### src/hw/rtl/srr_pkg.sv
// Shared constants and types of the selective-repeat receiver.
// No dependencies; imported by srr_ctrl, srr_datapath and the top level.
package srr_pkg;

    localparam int WINDOW_LEN = 8;
    localparam int SEQ_BITS   = 4;

    localparam int IDX_W      = (WINDOW_LEN > 1) ? $clog2(WINDOW_LEN) : 1;
    localparam int SEQ_IN_W   = 4;
    localparam int PAYLOAD_W  = 64;
    localparam int TDATA_W    = ((SEQ_IN_W + PAYLOAD_W + 7) / 8) * 8;

    typedef struct packed {
        logic capture;
        logic buffer_write;
        logic load_ack;
        logic load_deliv;
    } dp_cmd_t;

    typedef struct packed {
        logic pkt_ok;
        logic in_window;
        logic behind_ok;
        logic is_expected;
        logic out_free;
        logic deliv_last;
    } dp_status_t;

endpackage

### src/hw/rtl/srr_ram.sv
// Generic single-write, single-read RAM with registered read data.
// No dependencies.
module srr_ram #(
    parameter int WIDTH = 64,
    parameter int DEPTH = 8,
    localparam int AW = (DEPTH > 1) ? $clog2(DEPTH) : 1
) (
    input  logic             aclk,
    input  logic             we,
    input  logic [AW-1:0]    waddr,
    input  logic [WIDTH-1:0] wdata,
    input  logic [AW-1:0]    raddr,
    output logic [WIDTH-1:0] rdata
);

    logic [WIDTH-1:0] mem [DEPTH];
    logic [WIDTH-1:0] rdata_reg;

    always_ff @(posedge aclk) begin
        if (we) begin
            mem[waddr] <= wdata;
        end
        rdata_reg <= mem[raddr];
    end

    assign rdata = rdata_reg;

endmodule

### src/hw/rtl/srr_ctrl.sv
// Request sequencer of the selective-repeat receiver: capture, classify,
// acknowledge, then drain in-order slots. Depends on srr_pkg.
module srr_ctrl
    import srr_pkg::*;
(
    input  logic       aclk,
    input  logic       aresetn,
    input  logic       s_tvalid,
    output logic       s_tready,
    input  dp_status_t status,
    output dp_cmd_t    cmd
);

    typedef enum logic [3:0] {
        ST_IDLE  = 4'b0001,
        ST_EVAL  = 4'b0010,
        ST_ACK   = 4'b0100,
        ST_DELIV = 4'b1000
    } state_t;

    state_t state_reg, state_next;

    always_ff @(posedge aclk) begin
        if (!aresetn) begin
            state_reg <= ST_IDLE;
        end else begin
            state_reg <= state_next;
        end
    end

    always_comb begin
        state_next       = state_reg;
        cmd              = '0;
        s_tready         = 1'b0;
        unique case (state_reg)
            ST_IDLE: begin
                s_tready    = 1'b1;
                cmd.capture = s_tvalid;
                if (s_tvalid) begin
                    state_next = ST_EVAL;
                end
            end
            ST_EVAL: begin
                cmd.buffer_write = status.pkt_ok && status.in_window;
                if (status.pkt_ok && (status.in_window || status.behind_ok)) begin
                    state_next = ST_ACK;
                end else begin
                    state_next = ST_IDLE;
                end
            end
            ST_ACK: begin
                if (status.out_free) begin
                    cmd.load_ack = 1'b1;
                    if (status.in_window && status.is_expected) begin
                        state_next = ST_DELIV;
                    end else begin
                        state_next = ST_IDLE;
                    end
                end
            end
            ST_DELIV: begin
                if (status.out_free) begin
                    cmd.load_deliv = 1'b1;
                    if (status.deliv_last) begin
                        state_next = ST_IDLE;
                    end
                end
            end
            default: begin
                state_next = ST_IDLE;
            end
        endcase
    end

endmodule

### src/hw/rtl/srr_datapath.sv
// Datapath of the selective-repeat receiver: packet capture, window math,
// ring state, payload buffer and output register. Depends on srr_pkg, srr_ram.
module srr_datapath
    import srr_pkg::*;
(
    input  logic                 aclk,
    input  logic                 aresetn,
    input  dp_cmd_t              cmd,
    output dp_status_t           status,
    input  logic                 in_ok,
    input  logic [SEQ_IN_W-1:0]  in_seq,
    input  logic [PAYLOAD_W-1:0] in_payload,
    output logic                 out_valid,
    input  logic                 out_ready,
    output logic                 out_kind,
    output logic [SEQ_IN_W-1:0]  out_num,
    output logic [PAYLOAD_W-1:0] out_data,
    output logic                 out_last
);

    logic                 ok_reg;
    logic [SEQ_BITS-1:0]  seq_reg;
    logic [PAYLOAD_W-1:0] payload_reg;

    logic [SEQ_BITS-1:0]  next_exp_reg, next_exp_next;
    logic [IDX_W-1:0]     head_reg, head_next;
    logic [WINDOW_LEN-1:0] filled_reg, filled_next;

    logic                 out_valid_reg;
    logic                 out_kind_reg;
    logic [SEQ_IN_W-1:0]  out_num_reg;
    logic [PAYLOAD_W-1:0] out_data_reg;
    logic                 out_last_reg;

    logic [SEQ_BITS-1:0]   ahead, behind;
    logic [IDX_W:0]        slot_sum;
    logic [IDX_W-1:0]      slot;
    logic [IDX_W-1:0]      head_inc;
    logic [WINDOW_LEN-1:0] filled_after;
    logic [PAYLOAD_W-1:0]  rdata;
    logic                  out_free;

    always_ff @(posedge aclk) begin
        if (cmd.capture) begin
            ok_reg      <= in_ok;
            seq_reg     <= SEQ_BITS'(in_seq);
            payload_reg <= in_payload;
        end
    end

    // window classification
    always_comb begin
        ahead    = seq_reg - next_exp_reg;
        behind   = next_exp_reg - seq_reg;
        slot_sum = {1'b0, head_reg} + (IDX_W + 1)'(ahead);
        if (slot_sum >= (IDX_W + 1)'(WINDOW_LEN)) begin
            slot = IDX_W'(slot_sum - (IDX_W + 1)'(WINDOW_LEN));
        end else begin
            slot = IDX_W'(slot_sum);
        end
        if (32'(head_reg) == 32'(WINDOW_LEN - 1)) begin
            head_inc = '0;
        end else begin
            head_inc = IDX_W'(32'(head_reg) + 32'd1);
        end
        filled_after           = filled_reg;
        filled_after[head_reg] = 1'b0;
    end

    assign out_free = !out_valid_reg || out_ready;

    always_comb begin
        status.pkt_ok      = ok_reg;
        status.in_window   = 32'(ahead) < 32'(WINDOW_LEN);
        status.behind_ok   = 32'(behind) <= 32'(WINDOW_LEN);
        status.is_expected = (ahead == '0);
        status.out_free    = out_free;
        status.deliv_last  = !filled_after[head_inc];
    end

    // ring state
    always_comb begin
        next_exp_next = next_exp_reg;
        head_next     = head_reg;
        filled_next   = filled_reg;
        if (cmd.buffer_write) begin
            filled_next[slot] = 1'b1;
        end
        if (cmd.load_deliv) begin
            filled_next   = filled_after;
            head_next     = head_inc;
            next_exp_next = next_exp_reg + SEQ_BITS'(1);
        end
    end

    always_ff @(posedge aclk) begin
        if (!aresetn) begin
            next_exp_reg <= '0;
            head_reg     <= '0;
            filled_reg   <= '0;
        end else begin
            next_exp_reg <= next_exp_next;
            head_reg     <= head_next;
            filled_reg   <= filled_next;
        end
    end

    // read port follows the next head, so rdata holds the data of the current head
    srr_ram #(
        .WIDTH (PAYLOAD_W),
        .DEPTH (WINDOW_LEN)
    ) u_slot_ram (
        .aclk  (aclk),
        .we    (cmd.buffer_write),
        .waddr (slot),
        .wdata (payload_reg),
        .raddr (head_next),
        .rdata (rdata)
    );

    // output register
    always_ff @(posedge aclk) begin
        if (!aresetn) begin
            out_valid_reg <= 1'b0;
        end else if (cmd.load_ack || cmd.load_deliv) begin
            out_valid_reg <= 1'b1;
        end else if (out_ready) begin
            out_valid_reg <= 1'b0;
        end
    end

    always_ff @(posedge aclk) begin
        if (cmd.load_ack) begin
            out_kind_reg <= 1'b0;
            out_num_reg  <= SEQ_IN_W'(32'(seq_reg));
            out_data_reg <= '0;
            out_last_reg <= !(status.in_window && status.is_expected);
        end else if (cmd.load_deliv) begin
            out_kind_reg <= 1'b1;
            out_num_reg  <= SEQ_IN_W'(32'(next_exp_reg));
            out_data_reg <= rdata;
            out_last_reg <= status.deliv_last;
        end
    end

    assign out_valid = out_valid_reg;
    assign out_kind  = out_kind_reg;
    assign out_num   = out_num_reg;
    assign out_data  = out_data_reg;
    assign out_last  = out_last_reg;

endmodule

### src/hw/rtl/selective_repeat_receiver.sv
// Top level of the selective-repeat ARQ receiver: stream ports around the
// sequencer and datapath. Depends on srr_pkg, srr_ctrl, srr_datapath.
//
//  channel  dir  tdata (low bit up)                tuser          tlast
//  s_       in   seq_num[3:0], payload[67:4], pad  checksum_ok    -
//  m_       out  ack_num[3:0], data[67:4], pad     kind           last
//
// A packet is captured in ST_IDLE and classified in ST_EVAL; an
// acknowledgement is then loaded in ST_ACK, and each in-order payload in
// ST_DELIV, one at a time through the single read port of the slot buffer.
// A dropped packet goes from ST_EVAL straight back to ST_IDLE.
// Synchronous active-low reset clears sequence state, slot flags and m_tvalid.
// A stalled m_tready holds the sequencer; a new packet is taken while the
// last result still waits in the output register.
module selective_repeat_receiver
    import srr_pkg::*;
(
    input  logic               aclk,
    input  logic               aresetn,
    input  logic               s_tvalid,
    output logic               s_tready,
    input  logic [TDATA_W-1:0] s_tdata,   // seq_num, payload, zero pad
    input  logic [0:0]         s_tuser,   // checksum_ok
    output logic               m_tvalid,
    input  logic               m_tready,
    output logic [TDATA_W-1:0] m_tdata,   // ack_num, data, zero pad
    output logic [0:0]         m_tuser,   // kind
    output logic               m_tlast
);

    dp_cmd_t              cmd;
    dp_status_t           status;
    logic                 out_kind;
    logic [SEQ_IN_W-1:0]  out_num;
    logic [PAYLOAD_W-1:0] out_data;

    srr_ctrl u_ctrl (
        .aclk     (aclk),
        .aresetn  (aresetn),
        .s_tvalid (s_tvalid),
        .s_tready (s_tready),
        .status   (status),
        .cmd      (cmd)
    );

    srr_datapath u_dp (
        .aclk       (aclk),
        .aresetn    (aresetn),
        .cmd        (cmd),
        .status     (status),
        .in_ok      (s_tuser[0]),
        .in_seq     (s_tdata[SEQ_IN_W-1:0]),
        .in_payload (s_tdata[SEQ_IN_W+PAYLOAD_W-1:SEQ_IN_W]),
        .out_valid  (m_tvalid),
        .out_ready  (m_tready),
        .out_kind   (out_kind),
        .out_num    (out_num),
        .out_data   (out_data),
        .out_last   (m_tlast)
    );

    assign m_tuser = out_kind;
    assign m_tdata = TDATA_W'({out_data, out_num});

endmodule
### config.mk
export PLATFORM = sky130hd
export DESIGN_NAME = selective_repeat_receiver
export DESIGN_NICKNAME = d
export VERILOG_FILES = /design/src/hw/rtl/srr_pkg.sv /design/src/hw/rtl/srr_ram.sv /design/src/hw/rtl/srr_ctrl.sv /design/src/hw/rtl/srr_datapath.sv /design/src/hw/rtl/selective_repeat_receiver.sv
export SDC_FILE = /design/constraint.sdc
export NUM_CORES = 1
export LEC_CHECK = 0
export ABC_CLOCK_PERIOD_IN_PS = 9100
export BUFFER_PORTS_ARGS = -buffer_cell sky130_fd_sc_hd__buf_2
export CAP_MARGIN = 20
export CORE_MARGIN = 2
export CORE_UTILIZATION = 50
export DETAILED_ROUTE_END_ITERATION = 8
export GPL_TIMING_DRIVEN = 0
export PLACE_DENSITY = 0.67
export SYNTH_ARGS = -nofsm -noshare
export SYNTH_HDL_FRONTEND = slang
export SYNTH_HIERARCHICAL = 1
export SYNTH_SLANG_ARGS = --single-unit
### constraint.sdc
create_clock -name aclk -period 9.1 [get_ports aclk]
set_clock_uncertainty 0.05 [all_clocks]
set_input_delay 1.82 -clock aclk [delete_from_list [all_inputs] [get_ports aclk]]
set_output_delay 1.82 -clock aclk [all_outputs]
set_load 0.005 [all_outputs]
# Word level (Yosys, flattened, before mapping)
# Memory sizes are Yosys's and may differ from the RTL's. A register that Yosys moved wholly into a read port is not among the register bits.
# Cells that the tools add are included.
[totals]
reg_bits = 159
mem_bits_rw = 512
in_bits = 77
memories = 1
[classes]
n_addsub = 6
order_cmp = 8
eq_ne = 9
muxes = 32
bitwise_logic = 3
n_reduce_logical = 16
[memory_table]
columns = ["memory", "depth", "width", "read_ports", "rd_ports_with_merged_regs", "wr", "line", "text"]
rows = [
  ["u_dp.u_slot_ram.mem", 8, 64, 1, 1, 1, "srr_ram.sv:16", "logic [WIDTH-1:0] mem [DEPTH];"],
]
[op_table]
columns = ["op", "n"]
rows = [
  ["$mux W4", 7],
  ["$mux W8", 2],
  ["$pmux W4 S4", 1],
  ["$mux W1", 15],
  ["$lt A3 B4 Y1 const B", 3],
  ["$mux W3", 4],
  ["$and A8 B8 Y8", 1],
  ["$not A8 Y8", 1],
  ["$or A8 B8 Y8", 1],
  ["$sub A4 B4 Y4", 2],
  ["$demux W1 S3", 2],
  ["$ge A3 B1 Y1 const B", 2],
  ["$reduce_bool A2 Y1", 3],
  ["$logic_and A1 B1 Y1", 5],
  ["$add A3 B4 Y4", 1],
  ["$add A4 B1 Y4 const B", 1],
  ["$eq A4 B1 Y1 const B", 1],
  ["$eq A4 B2 Y1 const B", 1],
  ["$eq A4 B3 Y1 const B", 1],
  ["$eq A4 B4 Y1 const B", 1],
  ["$ge A4 B4 Y1 const B", 1],
  ["$le A4 B4 Y1 const B", 1],
  ["$logic_not A4 Y1", 1],
  ["$lt A4 B4 Y1 const B", 1],
  ["9 further kinds", 15],
]

# Depth between registers and ports, before layout
# Gate-level depths: netlist of the first run.
[depth]
word_depth = 11
ltp_mapped = 11

# Modules after synthesis
# Netlist of the first run, hierarchy kept.
[by_module_without_submodules]
columns = ["mod", "instances", "cells_each", "area_each_um2", "seq_area_each_um2"]
rows = [
  ["srr_ram", 1, 816, 20547.2, 16656.0],
  ["srr_datapath", 1, 435, 5701.7, 3843.7],
  ["srr_ctrl", 1, 37, 295.3, 80.1],
  ["selective_repeat_receiver", 1, 5, 33.8, 0.0],
]

# Worst setup path before layout of the first run
# OpenSTA, ideal clock, no wires.
[synth_timing]
kind = "register to register"
from = "register u_dp.seq_reg[0]"
to = "memory u_dp.u_slot_ram.mem[0][0] (enable)"
setup_time_ns = 0.565
arrival_time_ns = 6.677
setup_slack_ns = 1.809
path_stages_with_launch = 11
path_cell_list = "edfxtp_1 > inv_1 > ha_1 > inv_1 > fa_1 > fa_1 > xnor2_1 > xnor2_1 > inv_1 > nand2b_1 > nor3_1"
[synth_rtl]
columns = ["element", "line", "text"]
rows = [
  ["from (decl)", "srr_datapath.sv:22", "logic [SEQ_BITS-1:0] seq_reg;"],
  ["from (signal assigned)", "srr_datapath.sv:46", "seq_reg <= SEQ_BITS'(in_seq);"],
  ["$sub A4 B4 Y4 *", "srr_datapath.sv:53", "ahead = seq_reg - next_exp_reg;"],
  ["$add A3 B4 Y4 *", "srr_datapath.sv:55", "slot_sum = {1'b0, head_reg} + (IDX_W + 1)'(ahead);"],
  ["$ge A4 B4 Y1 / $sub A3 B1 Y3 (equally long branches)", "srr_datapath.sv:56, srr_datapath.sv:57", ""],
  ["$mux W3 *", "srr_datapath.sv:56", "if (slot_sum >= (IDX_W + 1)'(WINDOW_LEN)) begin"],
  ["named net u_dp.slot[2]", "srr_datapath.sv:37", "logic [IDX_W-1:0] slot;"],
  ["to (decl)", "srr_ram.sv:16", ""],
]
# The timed path passes the listed nets; every way through them passes the cells marked *.

==> impl_metrics.ini, run 1 <==
[die]
die_area_um2 = 55020
die_w_um = 234.6
design.core.area_um2 = 52550
ioPinCount = 153
rows = 84
start_util_pct = 50.58
die_y_um = 234.6

[worst_setup_path]
r2r-start = u_dp/seq_reg[0]
ff2ff_setup_slack_ns = 4.56
cp-start-kind = input port
r2r_end = u_dp/u_slot_ram/mem[0][33]
cp_max_fo = 10
cp_data_arrival_time_ns = 5.21
cp-end-kind = flop
crit_type = in -> reg
r2r_cells = 14
cp_data_required_time_ns = 9.53

[min_path]
worstHoldStart = u_dp/u_slot_ram/rdata[20]
min_to = u_dp/out_data[20]
holdPathStages = 2
hold_class = reg -> reg

[synth]
yosys_warnings = 6
synthCells = 1293
yosys-top-cells-area = edfxtp_1 (66%), dfxtp_1 (11%), mux4_2 (11%)
synth_top_cell_by_area = edfxtp_1
ys_seq_area_share_pct = 77.43
synthMostInstantiatedCell = edfxtp_1
synth_top_area_share_pct = 66.21
synth-edff-count = 586
synth-async-reset-ratio_pct = 0
avgSynthCellArea_um2 = 20.56
synthDistinctLibCells = 50
ys.flop_type = edfxtp_1
synth_seq_cells = 735
syn_area_um2 = 26580
synthTopCellsByCount = edfxtp_1 (586), dfxtp_1 (149), mux4_2 (128), nor2_1 (88)

[routing]
antenna_left = 0
first_pass_iters = 5
via_per_inst = 5.449
wl_mm = 52.06
drc = 0
num_vias = 12510
drt_iter0_markers = 1100
wl_per_cell_um = 22.69

[power_and_ir_drop]
p_leak_uw = 0.01047
ir_drop_uv = 124.0
powerDensity_nw_per_um2 = 218.9

[flow_run]
drv_cap = 0

[clock_network]
cts_tree = yes
cts_setup_buffers = 0
clock_sinks = 735
ctsResizeCount = 0
ctsHoldBuffers = 0
clk_pin_slew_ns = 0.06
clockRootBuffer = clkbuf_16
cts_inserted_buffers = 73
clock_tree.buffer_depth = 3
h-tree-depth = 3
insertion_delay_ns = 0.60

[timing]
fmax_ghz = 0.2093
timing.final.crit_share_pct = 52.50
setup_viol = 0
fin_tns_setup_ns = 0
max_slew.worst_pin.slew_ns = 1.071
min_period_ns = 4.777
slew_headroom_pct = 28.63
hold_violations = 0
hold_slack_ns = 0.4143
rsz0062_at_grt = no
drv_slew = 0

[finish]
drive_above_1_share_pct = 32.79
final_cells = 2295
n_antenna_cell = 0
regMostFlops = u_dp/u_slot_ram/mem
syn_to_final_growth_pct = 17.33
largest_register_ffs = 512
utilization_pct = 59.34
fin_nets = 1636

[placement]
portBuffers = 144
dp_hpwl_mm = 32.11
gp_congestion = 0.8047
placed_cells = 2160

[global_routing]
grt_pass1_wl_mm = 77.55
gr-total-overflow = 0
grt_usage_pct = 19.33
grt_max_degree = 43
antenna_found_initial = 0
grt_pass1_vias = 12880

[outcome]
status = finished clean
[layout by cell type (no fill, tap or decap), drive strengths merged, types with 2 or more instances in the layout]
cell,n
buf,216
o31ai,3
ha,10
conb,4
nor2,88
a21o,2
and3b,3
o21bai,2
mux2i,67
clkinv,18
a21oi,13
mux4,128
edfxtp,586
a2111oi,2
a31oi,2
a211oi,10
o21ai,19
nor3,6
xnor2,6
nand2,16
dfxtp,149
bufinv,5
mux2,67
nor2b,4
nand2b,9
and2,7
fa,2
inv,17
xor2,2
clkbuf,130
[cell families (layout without fill, tap and decap cells)]
| kind of cell | after synthesis | after routing | synth area share (%) |
|---|---|---|---|
| AOI/OAI and AO/OA | 60 | 60 | 1.464 |
| xor gates and xnor gates | 8 | 8 | 0.2636 |
| adders and majority gates | 12 | 12 | 0.6214 |
| buffers and inverters | 75 | 386 | 1.549 |
| DFF | 735 | 735 | 77.43 |
| muxes | 262 | 262 | 16.21 |
| other | 1 | 4 | 0.01411 |
| and+or+nand+nor | 140 | 140 | 2.448 |
[worst max-delay path, stage by stage]
cell	delay [ns]
buf_2	0.07
nand2b_1	0.13
buf_4	0.13
nand2_1	0.06
nor2_1	0.22
clkbuf_1	0.65
mux2_2	0.30
buf_1	0.67
clkbuf_1	0.71
mux2_2	0.43
[final cells by class]
| class | count | area (µm²) |
|---|---|---|
| Clock buffer | 109 | 2181 |
| Tap cell | 688 | 860.8 |
| Sequential cell | 735 | 20580 |
| Timing Repair Buffer | 176 | 1240 |
| Inverter | 14 | 52.55 |
| Clock inverter | 26 | 257.7 |
| Fill cell | 3801 | 21370 |
| Buffer | 61 | 359.1 |
| Multi-Input combinational cell | 486 | 5654 |
[worst max path at each step]
stage / depth (start not counted) / from / slack (ns) / endpoint
6_report: 10 / m_tready / 4.32 / u_dp/u_slot_ram/rdata[56]
5_1_grt: 10 / m_tready / 4.11 / u_dp/u_slot_ram/rdata[42]
4_1_cts: 10 / m_tready / 4.24 / u_dp/u_slot_ram/rdata[61]
3_5_place_dp: 10 / m_tready / 3.61 / u_dp/u_slot_ram/rdata[61]
3_3_place_gp: 10 / u_dp/seq_reg[0] / -3.23 / u_dp/u_slot_ram/mem[0][29]
2_1_floorplan: 10 / u_dp/seq_reg[0] / 1.81 / u_dp/u_slot_ram/mem[0][0]
[metrics by stage]
step           cell area [µm²]  power, µW  setup WS, ns
6_report                 31180       6825         4.323
5_1_grt                  31180       7042         4.113
4_1_cts                  31180       6896         4.243
3_5_place_dp             28750       3889         3.611
3_3_place_gp             28170       3877        -3.230
2_1_floorplan            26590       3825         1.809
[where the power goes]
| part | switching (µW) | internal, µW | leakage, µW |
|---|---|---|---|
| Clock | 1210 | 1800 | 0.00121 |
| Combinational | 50.1 | 30.6 | 0.00274 |
| Sequential | 49.7 | 3680 | 0.00652 |
[routing by layer]
layer / GRT usage, % / routed length, µm / vias up
li1: - / - / 5631
met1: 25.66 / 22130 / 6504
met2: 32.61 / 26310 / 308
met3: 3.476 / 2586 / 63
met4: 6.250 / 1037 / 0
met5: 0 / 0 / -
(Power assumes the default switching activity.)
==> inputs of run 2 (changes only) <==
- ABC_CLOCK_PERIOD_IN_PS: 9100 -> 4180
- PLACE_DENSITY: 0.67 -> 0.7
- clock period: 9.1 -> 4.18 ns (I/O delays scaled with it)
==> impl_metrics.ini, run 2 (synthesis gave the netlist of run 1 again) <==
[finish]
layout_commonest_cell = edfxtp_1
syn_to_final_growth_pct = 16.89
regMostFlops = u_dp/u_slot_ram/mem
fin_nets = 1631
drive_above_1_share_pct = 32.48
register_area_um2 = 20580
nFillCells = 3766
mostFrequentLayoutCells = edfxtp_1 (586), buf_2 (155), dfxtp_1 (149), mux4_2 (128), nor2_1 (82)
multi_input_area_um2 = 5713
largest_register_ffs = 512
n_antenna_cell = 0
design_area_um2 = 31070

[die]
design.core.area_um2 = 52550
die_y_um = 234.6
ioPinCount = 153
rows = 84
die_w_um = 234.6
die_area_um2 = 55020
start_util_pct = 50.58

[worst_setup_path]
cp-start-kind = flop
r2r_end = u_dp/u_slot_ram/mem[7][29]
crit_start = u_dp/seq_reg[0]
r2r-start = u_dp/seq_reg[0]
crit_type = reg -> reg
cp-end-kind = flop
cp_data_arrival_time_ns = 4.18
cp_data_required_time_ns = 4.40
cp_max_fo = 24
ff2ff_setup_slack_ns = 0.22
r2r_cells = 12
cp-endpoint = u_dp/u_slot_ram/mem[7][29]

[min_path]
hold_class = in -> reg
holdPathStages = 1

[timing]
hold_violations = 0
rsz0062_at_grt = no
min_period_ns = 3.956
timing.final.crit_share_pct = 94.64
drv_slew = 0
slew_headroom_pct = 27.65
setup_viol = 0
max_slew.worst_pin.slew_ns = 1.084
hold_slack_ns = 0.3594
fmax_ghz = 0.2528

[routing]
wl_per_cell_um = 23.25
drt_iter0_markers = 982
num_vias = 12620
antenna_left = 0
drc = 0
wl_mm = 53.23
via_per_inst = 5.515
first_pass_iters = 7

[outcome]
status = finished clean

[clock_network]
cts_tree = yes
clock_tree.buffer_depth = 3
clk_pin_slew_ns = 0.06
clock_sinks = 735
clockRootBuffer = clkbuf_16
h-tree-depth = 3
cts_inserted_buffers = 72
ctsHoldBuffers = 0
insertion_delay_ns = 0.60

[global_routing]
antenna_found_initial = 0
gr-total-overflow = 0
grt_usage_pct = 19.35
grt_pass1_vias = 12940
grt_pass1_wl_mm = 77.60
grt_max_degree = 37

[power_and_ir_drop]
powerDensity_nw_per_um2 = 463.8
p_leak_uw = 0.01036
ir_drop_uv = 292.3

[placement]
dp_hpwl_mm = 32.40
gp_congestion = 0.8045
portBuffers = 144
place_area_um2 = 28780

[flow_run]
drv_cap = 0
## run 2: cell count changes in the layout (fill, tap and decap cells not counted), sizes merged
cell      before  now
buf          216  209
clkbuf       130  124
clkinv        18   24
bufinv         5    1
clkinvlp       0    3
nor2          88   91
inv           17   16
## run 2: through the flow
step / instances / setup WS (ns) / total power, µW / utilization, % / setup TNS, ns
2_1_floorplan: 1296 / -0.1526 / 8331 / - / -41.07
3_3_place_gp: 2128 / -2.110 / 8442 / 53.75 / -860.09
3_5_place_dp: 2151 / -0.3943 / 8469 / 54.76 / -21.26
4_1_cts: 2284 / 0.03930 / 14550 / 59.03 / 0
5_1_grt: 2289 / 0.03293 / 14860 / 59.12 / 0
6_report: 2289 / 0.2240 / 14410 / 59.12 / 0
## run 2: how the worst min path moves through the flow
stage,endpoint,startpoint,slack [ns]
5_1_grt,u_dp/seq_reg[0],s_tdata[0],0.34
6_report,u_dp/seq_reg[0],s_tdata[0],0.36
3_5_place_dp,u_dp/out_data[1],u_dp/u_slot_ram/rdata[1],0.41
2_1_floorplan,u_dp/out_data[0],u_dp/u_slot_ram/rdata[0],0.39
4_1_cts,u_dp/seq_reg[0],s_tdata[0],0.33
3_3_place_gp,u_dp/out_data[14],u_dp/u_slot_ram/rdata[14],0.40
## run 2: power by group
group	internal, µW	total (µW)	switching [µW]	leakage (µW)
combinational	68.3	183	115	0.00275
clock	3510	6100	2590	0.00109
sequential	8020	8130	107	0.00652
## run 2: final cells by class
type / count / area share, %
Timing Repair Buffer: 169 / 4.052
Sequential cell: 735 / 66.24
Inverter: 14 / 0.1692
Buffer: 61 / 1.156
Clock buffer: 103 / 6.645
Tap cell: 688 / 2.771
Clock inverter: 30 / 0.5759
Multi-Input combinational cell: 489 / 18.39
## run 2: worst max-delay path, cell delays in order (launching register included)
cell,delay [ns]
edfxtp_1,0.42
inv_1,0.09
ha_1,0.16
inv_1,0.06
fa_1,0.51
fa_2,0.38
xnor2_2,0.16
xnor2_2,0.19
inv_2,0.15
nand2_2,0.20
nor2_4,0.67
buf_12,0.30
buf_12,0.24
## run 2: metal layers
layer	share of wire [%]	track usage (%)
met1	42	25.13
met2	51	32.91
met3	4.8	3.428
met4	2.3	7.056
met5	0	0
## run 2: timing repair
action                                  4_1_cts  5_1_grt
resized for setup                             0        1
buffers inserted                              0        2
endpoints found under the setup margin        0       99
==> inputs of run 3 (changes only) <==
- ABC_AREA: unset -> 1
==> impl_metrics.ini, run 3 <==
[die]
die_w_um = 247.6
start_util_pct = 50.45
die_area_um2 = 61290
rows = 89
die_y_um = 247.6
design.core.area_um2 = 58800
ioPinCount = 153

[synth]
syn_area_um2 = 29660
yosys_warnings = 6
synth-edff-count = 586
synth_top_area_share_pct = 59.32
synth-async-reset-ratio_pct = 0
synthMostInstantiatedCell = nand2_1
synth_seq_cells = 735
ys.flop_type = edfxtp_1
synth_top_cell_by_area = edfxtp_1
synthTopCellsByCount = nand2_1 (886), edfxtp_1 (586), inv_1 (550), nand3_1 (265), nor2_1 (165)
synthDistinctLibCells = 36
synthCells = 2891
ys_seq_area_share_pct = 69.38
yosys-top-cells-area = edfxtp_1 (59%), nand2_1 (11%), dfxtp_1 (10%)
avgSynthCellArea_um2 = 10.26

[worst_setup_path]
critPathTopFamily = simple AND/OR/NAND/NOR gates
path_cells = inv_1, ha_1, inv_1, fa_1, fa_1, xnor2_1, nand2_2, nand2_4, nand2_1, nor2_4, buf_12, buf_12
cp_data_required_time_ns = 4.42
critPathMaxStageDelay_ns = 0.80
cp_max_fo = 23
cp-start-kind = flop
cp_num_buf_inv = 4
cp-end-kind = flop
cpMaxStageDelayCell = nor2_4
cp_data_arrival_time_ns = 4.19
crit_type = reg -> reg

[finish]
n_antenna_cell = 0
final_cells = 3966
largest_register_ffs = 512
layout_commonest_cell = nand2_1
mostFrequentLayoutCells = nand2_1 (886), edfxtp_1 (586), inv_1 (550), nand3_1 (265), buf_2 (208)
design_area_um2 = 34230
multi_input_area_um2 = 6312
register_area_um2 = 20580
nFillCells = 4702
drive_above_1_share_pct = 12.90
fin_nets = 3222
syn_to_final_growth_pct = 15.41
regMostFlops = u_dp/u_slot_ram/mem

[timing]
drv_slew = 0
min_period_ns = 3.952
rsz0062_at_grt = no
setup_viol = 0
timing.final.crit_share_pct = 94.55
hold_violations = 0
fin_tns_setup_ns = 0
max_slew.worst_pin.slew_ns = 0.9650
slew_headroom_pct = 35.51
hold_slack_ns = 0.3402
fmax_ghz = 0.2530

[power_and_ir_drop]
power_uw = 16720
p_seq_share_pct = 52.5
p_switching_uw = 3840
powerDensity_nw_per_um2 = 488.4
p_sw_share_pct = 22.97
ir_drop_uv = 274.4
combinationalPowerShare_pct = 8.2
pwr-share-clk_pct = 39.3
internal_power_uw = 12880
p_leak_uw = 0.01538

[placement]
portBuffers = 144
gp_congestion = 0.8269
dp_hpwl_mm = 45.33
placed_cells = 3829
place_area_um2 = 31790

[routing]
wl_per_cell_um = 17.76
first_pass_iters = 5
drt_iter0_markers = 2127
num_vias = 19970
via_per_inst = 5.034
antenna_left = 0
wl_mm = 70.44
drc = 0

[clock_network]
clk_pin_slew_ns = 0.06
clockRootBuffer = clkbuf_16
clock_sinks = 735
cts_tree = yes
insertion_delay_ns = 0.62
h-tree-depth = 3
clock_tree.buffer_depth = 3
cts_setup_buffers = 0
cts_inserted_buffers = 75
ctsHoldBuffers = 0

[outcome]
status = finished clean

[min_path]
hold_class = in -> reg

[global_routing]
antenna_found_initial = 2
grt_usage_pct = 22.87
grt_pass1_wl_mm = 105.8
grt_pass1_vias = 19370
gr-total-overflow = 0
grt_max_degree = 28

[flow_run]
drv_cap = 0
run 3: cell count changes after synthesis, sizes merged, moves of 6 or more:
cell	delta
a211oi	-10
a21oi	+7
and2	-6
buf	+67
inv	+543
mux2	-67
mux2i	-67
mux4	-128
nand2	+878
nand2b	-9
nand3	+267
nor2	+80
o21ai	+67
run 3: cell type report:
type | count | area share (%)
Sequential cell | 735 | 60.11
Clock inverter | 26 | 0.6433
Multi-Input combinational cell | 1473 | 18.44
Timing Repair Buffer | 162 | 3.158
Buffer | 128 | 2.211
Inverter | 558 | 6.118
Clock buffer | 111 | 6.491
Tap cell | 773 | 2.825
run 3: final timing paths:
path | start | end | slack [ns] | cells past startpoint
worst max register to register | u_dp/seq_reg[0] | u_dp/u_slot_ram/mem[6][31] | 0.23 | 12
worst min-delay path | s_tdata[43] | u_dp/payload_reg[39] | 0.34 | 1
worst max-delay path | u_dp/seq_reg[0] | u_dp/u_slot_ram/mem[6][31] | 0.23 | 12
worst min register to register | u_dp/u_slot_ram/rdata[13] | u_dp/out_data[13] | 0.41 | 2
run 3: cell families after synthesis:
logic type      count (synthesis)  synth area share [%]
compound gates                114                 1.995
xor+xnor                        5                0.1476
fa+ha+maj                      12                0.5568
buf+inv                       686                 9.613
flops                         735                 69.38
other cells                     1               0.01264
simple gates                 1338                 18.29
run 3: worst register-to-register path, cell delays in order, from the launching register on:
cell and delay, ns:
edfxtp_1 0.43, inv_1 0.08, ha_1 0.13, inv_1 0.06
fa_1 0.49, fa_1 0.47, xnor2_1 0.19, nand2_2 0.13
nand2_4 0.12, nand2_1 0.15, nor2_4 0.80, buf_12 0.28
buf_12 0.22
run 3: what timing repair did:
action,4_1_cts,5_1_grt
resized for setup,0,1
endpoints found under the hold margin,0,0
endpoints found under the setup margin,0,18
run 3: power groups by stage:
| stage | sequential (µW) | clock (µW) | combinational, µW |
|---|---|---|---|
| floorplan | 8870 | 0 | 669 |
| global placement | 8900 | 0 | 1320 |
| detailed placement | 8930 | 0 | 1370 |
| CTS | 8780 | 6680 | 1390 |
| global route | 8830 | 6990 | 1550 |
| finish | 8780 | 6570 | 1380 |
run 3: through the flow:
stage	utilization, %	setup WS [ns]
after floorplan	-	-1.063
after global placement	53.35	-3.787
after detailed placement	54.07	-0.3758
after CTS	58.22	0.1201
after global routing	58.22	0.009293
final	58.22	0.2279
run 3: per-layer routing:
| metal | up-vias | wire length (µm) | global-route usage (%) | part of all wire, % |
|---|---|---|---|---|
| li1 | 9583 | - | - | - |
| met1 | 9404 | 27990 | 29.68 | 40 |
| met2 | 818 | 33470 | 37.38 | 48 |
| met3 | 161 | 6029 | 3.774 | 8.6 |
| met4 | 0 | 2952 | 11.48 | 4.2 |
| met5 | - | 0 | 0 | 0 |
